==> config.mk <==
export PLATFORM = sky130hd
export DESIGN_NAME = lsa_free_stack
export DESIGN_NICKNAME = d
export VERILOG_FILES = /design/src/rtl/lsa_pkg.sv /design/src/rtl/lsa_free_stack.sv
export SDC_FILE = /design/constraint.sdc
export NUM_CORES = 1
export LEC_CHECK = 0
export ABC_AREA = 0
export BUFFER_PORTS_ARGS = -buffer_cell sky130_fd_sc_hd__buf_2
export CAP_MARGIN = 10
export CORE_AREA = 2 2 292 294
export CTS_CLUSTER_SIZE = 14
export DETAILED_ROUTE_END_ITERATION = 10
export DIE_AREA = 0 0 294 296
export PLACE_DENSITY = 0.72
export SYNTH_ARGS = -nofsm -noshare
export SYNTH_HDL_FRONTEND = slang
export SYNTH_SLANG_ARGS = --single-unit
==> constraint.sdc <==
create_clock -name clk -period 4 [get_ports clk]
set_input_delay 0.4 -clock clk [delete_from_list [all_inputs] [get_ports clk]]
set_output_delay 0.4 -clock clk [all_outputs]
set_load 0.02 [all_outputs]
==> src/rtl/lsa_pkg.sv <==
//------------------------------------------------------------------------------
// lsa_pkg
// Shared types and codes of the layer slot allocator.
//------------------------------------------------------------------------------
package lsa_pkg;

	localparam int DEF_MAX_SLOTS   = 128;
	localparam int DEF_HANDLE_BITS = 32;
	localparam int DEF_ACTIVE      = 128;

	localparam logic [2:0] OP_ALLOC  = 3'd0;
	localparam logic [2:0] OP_FREE   = 3'd1;
	localparam logic [2:0] OP_TOUCH  = 3'd2;
	localparam logic [2:0] OP_LOOKUP = 3'd3;
	localparam logic [2:0] OP_EVICT  = 3'd4;
	localparam logic [2:0] OP_FRAME  = 3'd5;

	localparam logic [1:0] STS_OK       = 2'd0;
	localparam logic [1:0] STS_NOTFOUND = 2'd1;
	localparam logic [1:0] STS_FULL     = 2'd2;

	typedef struct packed {
		logic [2:0]  opcode;
		logic [31:0] handle;
		logic [63:0] frame_number;
		logic [7:0]  evict_count;
	} cmd_t;

	typedef struct packed {
		logic [1:0]  status;
		logic [31:0] handle_out;
		logic [6:0]  slot_index;
		logic [7:0]  evicted;
		logic [7:0]  used_count;
	} result_t;

	typedef struct packed {
		logic rebuild;
		logic pop;
		logic push;
	} fs_ctl_t;

	typedef enum logic [2:0] {
		S_IDLE,
		S_ALLOC,
		S_SCAN_RD,
		S_SCAN_EV,
		S_DONE
	} state_t;

endpackage

==> src/rtl/lsa_free_stack.sv <==
//------------------------------------------------------------------------------
// lsa_free_stack
// LIFO of free slots. A low-water mark stands in for the rebuild fill:
// positions below it were never written and read as n-1-position.
//------------------------------------------------------------------------------
module lsa_free_stack #(
	parameter int MAX_SLOTS = 128
) (
	input  logic                            clk,
	input  logic                            arst_n,
	input  lsa_pkg::fs_ctl_t                ctl,
	input  logic [$clog2(MAX_SLOTS)-1:0]    push_slot,
	input  logic [$clog2(MAX_SLOTS+1)-1:0]  n_slots,
	input  logic [$clog2(MAX_SLOTS+1)-1:0]  rebuild_n,
	output logic [$clog2(MAX_SLOTS+1)-1:0]  top,
	output logic [$clog2(MAX_SLOTS)-1:0]    pop_slot
);
	import lsa_pkg::*;

	localparam int SLOT_W = $clog2(MAX_SLOTS);
	localparam int CNT_W  = $clog2(MAX_SLOTS + 1);
	localparam int RST_N  = (DEF_ACTIVE > MAX_SLOTS) ? MAX_SLOTS : DEF_ACTIVE;

	logic [SLOT_W-1:0] mem [MAX_SLOTS];
	logic [CNT_W-1:0]  top_q;
	logic [CNT_W-1:0]  lw_q;
	logic [CNT_W-1:0]  ptr;
	logic [SLOT_W-1:0] rd_q;
	logic [SLOT_W-1:0] alt_q;
	logic              wr_q;

	assign ptr = top_q - CNT_W'(1);

	always_ff @(posedge clk or negedge arst_n) begin
		if (!arst_n) begin
			top_q <= CNT_W'(RST_N);
			lw_q  <= CNT_W'(RST_N);
		end else if (ctl.rebuild) begin
			top_q <= rebuild_n;
			lw_q  <= rebuild_n;
		end else if (ctl.pop) begin
			top_q <= ptr;
			if (ptr < lw_q) begin
				lw_q <= ptr;
			end
		end else if (ctl.push) begin
			top_q <= top_q + CNT_W'(1);
		end
	end

	always_ff @(posedge clk) begin
		if (ctl.push) begin
			mem[top_q[SLOT_W-1:0]] <= push_slot;
		end
		if (ctl.pop) begin
			rd_q  <= mem[ptr[SLOT_W-1:0]];
			alt_q <= SLOT_W'(n_slots - top_q);
			wr_q  <= (ptr >= lw_q);
		end
	end

	assign top      = top_q;
	assign pop_slot = wr_q ? rd_q : alt_q;

endmodule

* Word-level counts from Yosys, hierarchy flattened *
Memory sizes are Yosys's and may differ from the RTL's. A register that Yosys moved wholly into a read port is not among the register bits.
Index checks and enable logic that the tools add are counted.

storage, ports and cells
  flip-flop bits (word level) = 24
  memory bits (writable) = 896
  input bits = 28
  output and inout bits = 15
  logic and storage cells = 23
  memories kept = 1

cells by class
  add/subtract/negate cells = 3
  $lt $le $gt $ge = 2
  muxes and demuxes = 9
  reduce and logical (&&, ||, !) cells = 4

memories
  memory  words  bits a word  read ports  clocked after memory_dff  write ports  RTL line              RTL
  mem     128    7            1           1                         1            lsa_free_stack.sv:24  logic [SLOT_W-1:0] mem [MAX_SLOTS];

operators with widths
  operator                                          number
  two-way mux 8 bit                                 6
  adder 8 x 1 -> 8 bit, second input constant       1
  greater-or-equal comparator 8 bit                 1
  less-than comparator 8 bit                        1
  subtractor 8 x 1 -> 8 bit, second input constant  1
  two-way mux 7 bit                                 1
  subtractor 7 bit                                  1
  nonzero test 2 bit                                2
  nonzero test 3 bit                                1
  two-way mux 1 bit                                 2
  AND reduction 2 bit                               1

* Logic depth before layout (Yosys ltp) *
  depth after elaboration = 5
  gate-level depth with buffers = 21
  mapped depth without buffers = 11

* Least setup slack after synthesis *
No wires, ideal clock.

  kind = register to register
  start point = register top_q[0] (netlist: top[0])
  end point = register lw_q[0]
  library setup time = 0.132 ns
  arrival = 4.251 ns
  data required time = 3.868 ns
  path slack = -0.383 ns
  stages on the path, launching flop included = 20
  buffers on the path = 9
  period minus slack after synthesis = 4.383 ns
  cells stage by stage = dfrtp_1 -> buf_6 -> buf_6 -> buf_6 -> buf_6 -> buf_6 -> buf_2 -> inv_1 -> ha_1 -> buf_6 -> inv_2 -> clkbuf_1 -> ha_1 -> nor2b_1 -> o21a_1 -> o21a_1 -> o21bai_1 -> clkbuf_1 -> a31oi_1 -> a2bb2oi_1

between the ends
  cells in the longest elaborated chain, start to end = 4
  elaborated cells on any way between the ends = 7
  classes of those cells = 1 x add/sub; 1 x order compare; 3 x mux; 2 x reduce/logical

RTL lines
  item                                                                              RTL line              RTL
  start: declaration                                                                lsa_free_stack.sv:25  logic [CNT_W-1:0] top_q;
  start signal: assignment                                                          lsa_free_stack.sv:36  top_q <= CNT_W'(RST_N);
  start signal: assignment                                                          lsa_free_stack.sv:39  top_q <= rebuild_n;
  start signal: assignment                                                          lsa_free_stack.sv:42  top_q <= ptr;
  subtractor 8 x 1 -> 8 bit *                                                       lsa_free_stack.sv:32  assign ptr = top_q - CNT_W'(1);
  less-than comparator 8 bit / two-way mux 8 bit (equally long branches)            lsa_free_stack.sv:43  if (ptr < lw_q) begin
  nonzero test 2 bit (no source line) / two-way mux 8 bit (equally long branches)   --
  AND reduction 2 bit (no source line) / two-way mux 8 bit (equally long branches)  --
  end signal: assignment                                                            lsa_free_stack.sv:37  lw_q <= CNT_W'(RST_N);
  end signal: assignment                                                            lsa_free_stack.sv:40  lw_q <= rebuild_n;
  end signal: assignment                                                            lsa_free_stack.sv:44  lw_q <= ptr;
  end: declaration                                                                  lsa_free_stack.sv:26  logic [CNT_W-1:0] lw_q;

Mark *: on every way between the ends. The rest lies on a longest branch, timed or not. The select of a mux whose other input is x is not followed.
A chain may end at the register's enable or synchronous reset.

* Worst setup path after layout *
  start point = register top_q[1] (netlist: top[1])
  end point = register rd_q[4] (read register of mem), data pin

between the ends
  cells in the longest elaborated chain, start to end = 1

RTL lines
  item                       RTL line              RTL
  subtractor 8 x 1 -> 8 bit  lsa_free_stack.sv:32
  end: declaration           lsa_free_stack.sv:28  logic [SLOT_W-1:0] rd_q;

No other way between the ends.

==> run metrics <==
status=complete, no violations; CP Max Fanout=35; top cells by area, synth=edfxtp_1 73%, mux4_2 13%, nor2_1 1.4%; critical path depth in cells=11; hold path depth=3; post-synthesis mux area share=approximately 15%; vias in the first global route=around 19k; Fin. Hold Viols=0; Arr. time, crit path=about 4300 ps; CTS tree=yes; Slew @ Worst Pin=~1200 ps; die area=between 0.08 and 0.09 mm²; kind of critical path=reg -> reg; share of cells above drive strength 1=about 25%; most used cell along the critical path=buf_4; vias per cell=between 5 and 6; Post-Route Skew=~30 ps; Slew Viols, Final=0; CP required=4380 ps; commonest non-fill, non-tap cell in the layout=edfxtp_1; Reg-to-Reg Start=top[1]$_DFFE_PN0P_; Die W=between 200 and 300 µm; count of cell types in the netlist=70; routed length per instance=about 26 µm; critical path startpoint category=register; 1st-iter DRT viols=2309; Tcrit/Tclk final=a little over nine tenths; n_diodes=0; Total Wirelength=between 80 and 90 mm; setup TNS=0 ps; CP max-delay cell=dfrtp_1; nets=~2.1k; Starting Density=44.4%; Post-synth EDFFs=911; Remaining Overflow, GRT=0; CP cell instances=inv_1 -> ha_4 -> xnor2_2 -> inv_4 -> buf_4 -> mux4_2 -> mux2i_1 -> a32oi_1 -> a211oi_1 -> buf_4 -> nor4_1; Reg clk slew, reported paths=about 70 ps; pwr/cell area=roughly 540 mW/mm²; Worst-Skew Late Latency=between 600 and 700 ps; total core area=~0.084 mm²; Cell Rows=~110; flops & latches, synth=between 900 and 1k; Post-Syn Instances=about 1.9k; CTS HTree Levels=3; Placed Cells incl. Taps=between 3k and 4k; largest family of logic cells by synthesized area=multiplexers; Synth Warn #=0; I/O pins=43; beginning of the critical path=top[1]$_DFFE_PN0P_; simple-gate share of the synthesized area=4.01%; top cell type's share of synthesized area=roughly 73%; Synth Area in Adders=0.589%; port buffer count=slightly above 40; top_reg_cell synth=edfxtp_1; Synth Cell Area=between 0.03 and 0.04 mm²; Peak supply drop=approximately 0.51 mV; dominant cell type by area after synthesis=edfxtp_1; ys async rst share=1.73%; most frequent cells in the layout=911 x edfxtp_1, 217 x mux4_2, 139 x nor2_1, 91 x clkbuf_16, 87 x nand2_1; die height=roughly 300 µm; initial antenna violation count=1; post-synthesis sequential area ratio=74.3%; Compound-Gate Fraction of Synth Area=approximately 3.2%; CP endpoint=rd_q[4]$_DFFE_PP_; Hold Path Class=in -> reg; CP delay by family, top=buffers and inverters; Crit path largest cell delay=between 600 and 700 ps; Pre-antenna DRT Iters=5; gr usage total=between 10% and 20%; Sink Count=about 930; root buffer cell=clkbuf_16; headroom to the max-slew limit=between 20% and 30%; CTS Buffer Depth=3; reg2reg path depth=11; via count=approximately 19k; syn nets=between 1.5k and 2k; Reg-to-Reg End=rd_q[4]$_DFFE_PP_; largest net degree at the start of global routing=~130; Finished Layout Cells=between 3k and 4k; total CTS buffers=just under 90; Crit. End Element=register; # DRC=0; max cap viols=0; RSZ-0062 raised after global routing=false; LEAKAGE=around 14 nW; Mean Syn Cell Area=roughly 19 µm²; Buffers & Inverters on Critical Path=4; # fillers=6513; post-synthesis xor/xnor area fraction=less than 1%; dpl hpwl=between 50 and 60 mm; fmax=about 260 MHz; Antenna Nets Post-Route=0; Area Overhead vs Synth=12.4%; first-pass GRT wire length=roughly 120 mm; minimum clock period=around 3900 ps; global placement routability congestion=just over 0.9; r2r setup slk=110 ps; final setup fails=0
where the power goes:
part | leakage [nW] | internal, W | switching, W
Sequential | 8.39 | 0.0108 | 0.0000800
Combinational | 3.73 | 0.00139 | 0.00209
Clock | 1.38 | 0.00479 | 0.00345
Total | 13.5 | 0.0170 | 0.00562
cell families (layout without fill, tap and decap cells):
kind of cell / after synthesis / count (layout)
XOR/XNOR: 16 / 16
multiplexers: 273 / 273
AO/OA/AOI/OAI: 162 / 162
adder cells (fa/ha/maj): 17 / 17
buffers and inverters: 189 / 373
flip-flops: 927 / 927
AND/OR/NAND/NOR: 335 / 335
metal layers:
layer | vias up | share of wire, % | track usage [%]
met2 | 932 | 48 | 30.8
met5 | - | 0 | 0
li1 | 8016 | - | -
met3 | 140 | 9.2 | 4.37
met1 | 9844 | 40 | 26.3
met4 | 0 | 2.9 | 6.81
cell type report:
cell class | count | area [µm²] | share of cell area (%)
clock inverters | 48 | 484 | 1.15
inverters | 87 | 329 | 0.784
repair buffers | 130 | 1040 | 2.47
multi-input cells | 803 | 8680 | 20.7
well taps | 1090 | 1360 | 3.25
clock buffers | 108 | 2340 | 5.57
flip-flops and latches | 927 | 27800 | 66.1
worst register-to-register path, stage by stage, from the launching register on:
cell,delay (ps)
dfrtp_1,660
inv_1,310
ha_4,300
xnor2_2,180
inv_4,420
buf_4,450
mux4_2,370
mux2i_1,200
a32oi_1,140
a211oi_1,330
buf_4,200
nor4_1,60
flip-flops by register name, indices dropped and copies added (netlist names):
name and cells:
alt_q 7, lw_q 8, mem 896, rd_q 7, top 8, wr_q 1
synthesized netlist by cell type, types with 4 or more instances:
cell and number:
edfxtp_1 911, mux4_2 217, nor2_1 139, nand2_1 87
inv_1 83, clkbuf_1 34, nand3_1 31, o22ai_1 28
mux2i_1 27, buf_4 25, nor3_1 24, mux2_2 21
buf_2 20, a21oi_1 19, a221oi_1 18, a31oi_1 18
buf_6 18, ha_1 16, a32oi_1 14, and2_1 14
dfrtp_1 14, xnor2_1 14, nor4_1 13, o21ai_0 13
mux4_1 7, nand4_1 7, a211oi_1 6, a21o_1 5
o311ai_1 5, a41o_1 4, buf_1 4, inv_2 4
worst min-delay path by stage:
stage,start,end,slack [ps]
6_report,rebuild_n[7],top[7]$_DFFE_PN1P_,20
5_1_grt,rebuild_n[7],top[7]$_DFFE_PN1P_,20
4_1_cts,rebuild_n[7],top[7]$_DFFE_PN1P_,3
3_5_place_dp,arst_n,lw_q[2]$_DFFE_PN0P_,340
3_3_place_gp,arst_n,lw_q[2]$_DFFE_PN0P_,340
2_1_floorplan,arst_n,lw_q[0]$_DFFE_PN0P_,100
stage by stage:
stage	setup WS (ps)	hold WS, ps	util, %	total power (W)	cell area, µm²
after floorplan	14.4	104	-	0.0133	37400
after CTS	196	3.24	49.8	0.0226	41900
after global routing	56.4	22.0	49.9	0.0233	42000
final	114	22.8	49.9	0.0226	42000
after global placement	277	343	46.4	0.0144	39100
after detailed placement	206	344	46.4	0.0145	39100
what timing repair did:
action / in CTS / in global routing
setup endpoints to repair: 0 / 1
buffers inserted: 0 / 1
gates resized for setup: 0 / 0
endpoints found under the hold margin: 18 / 0
hold buffers: 3 / 0
(Power assumes the default switching activity.)
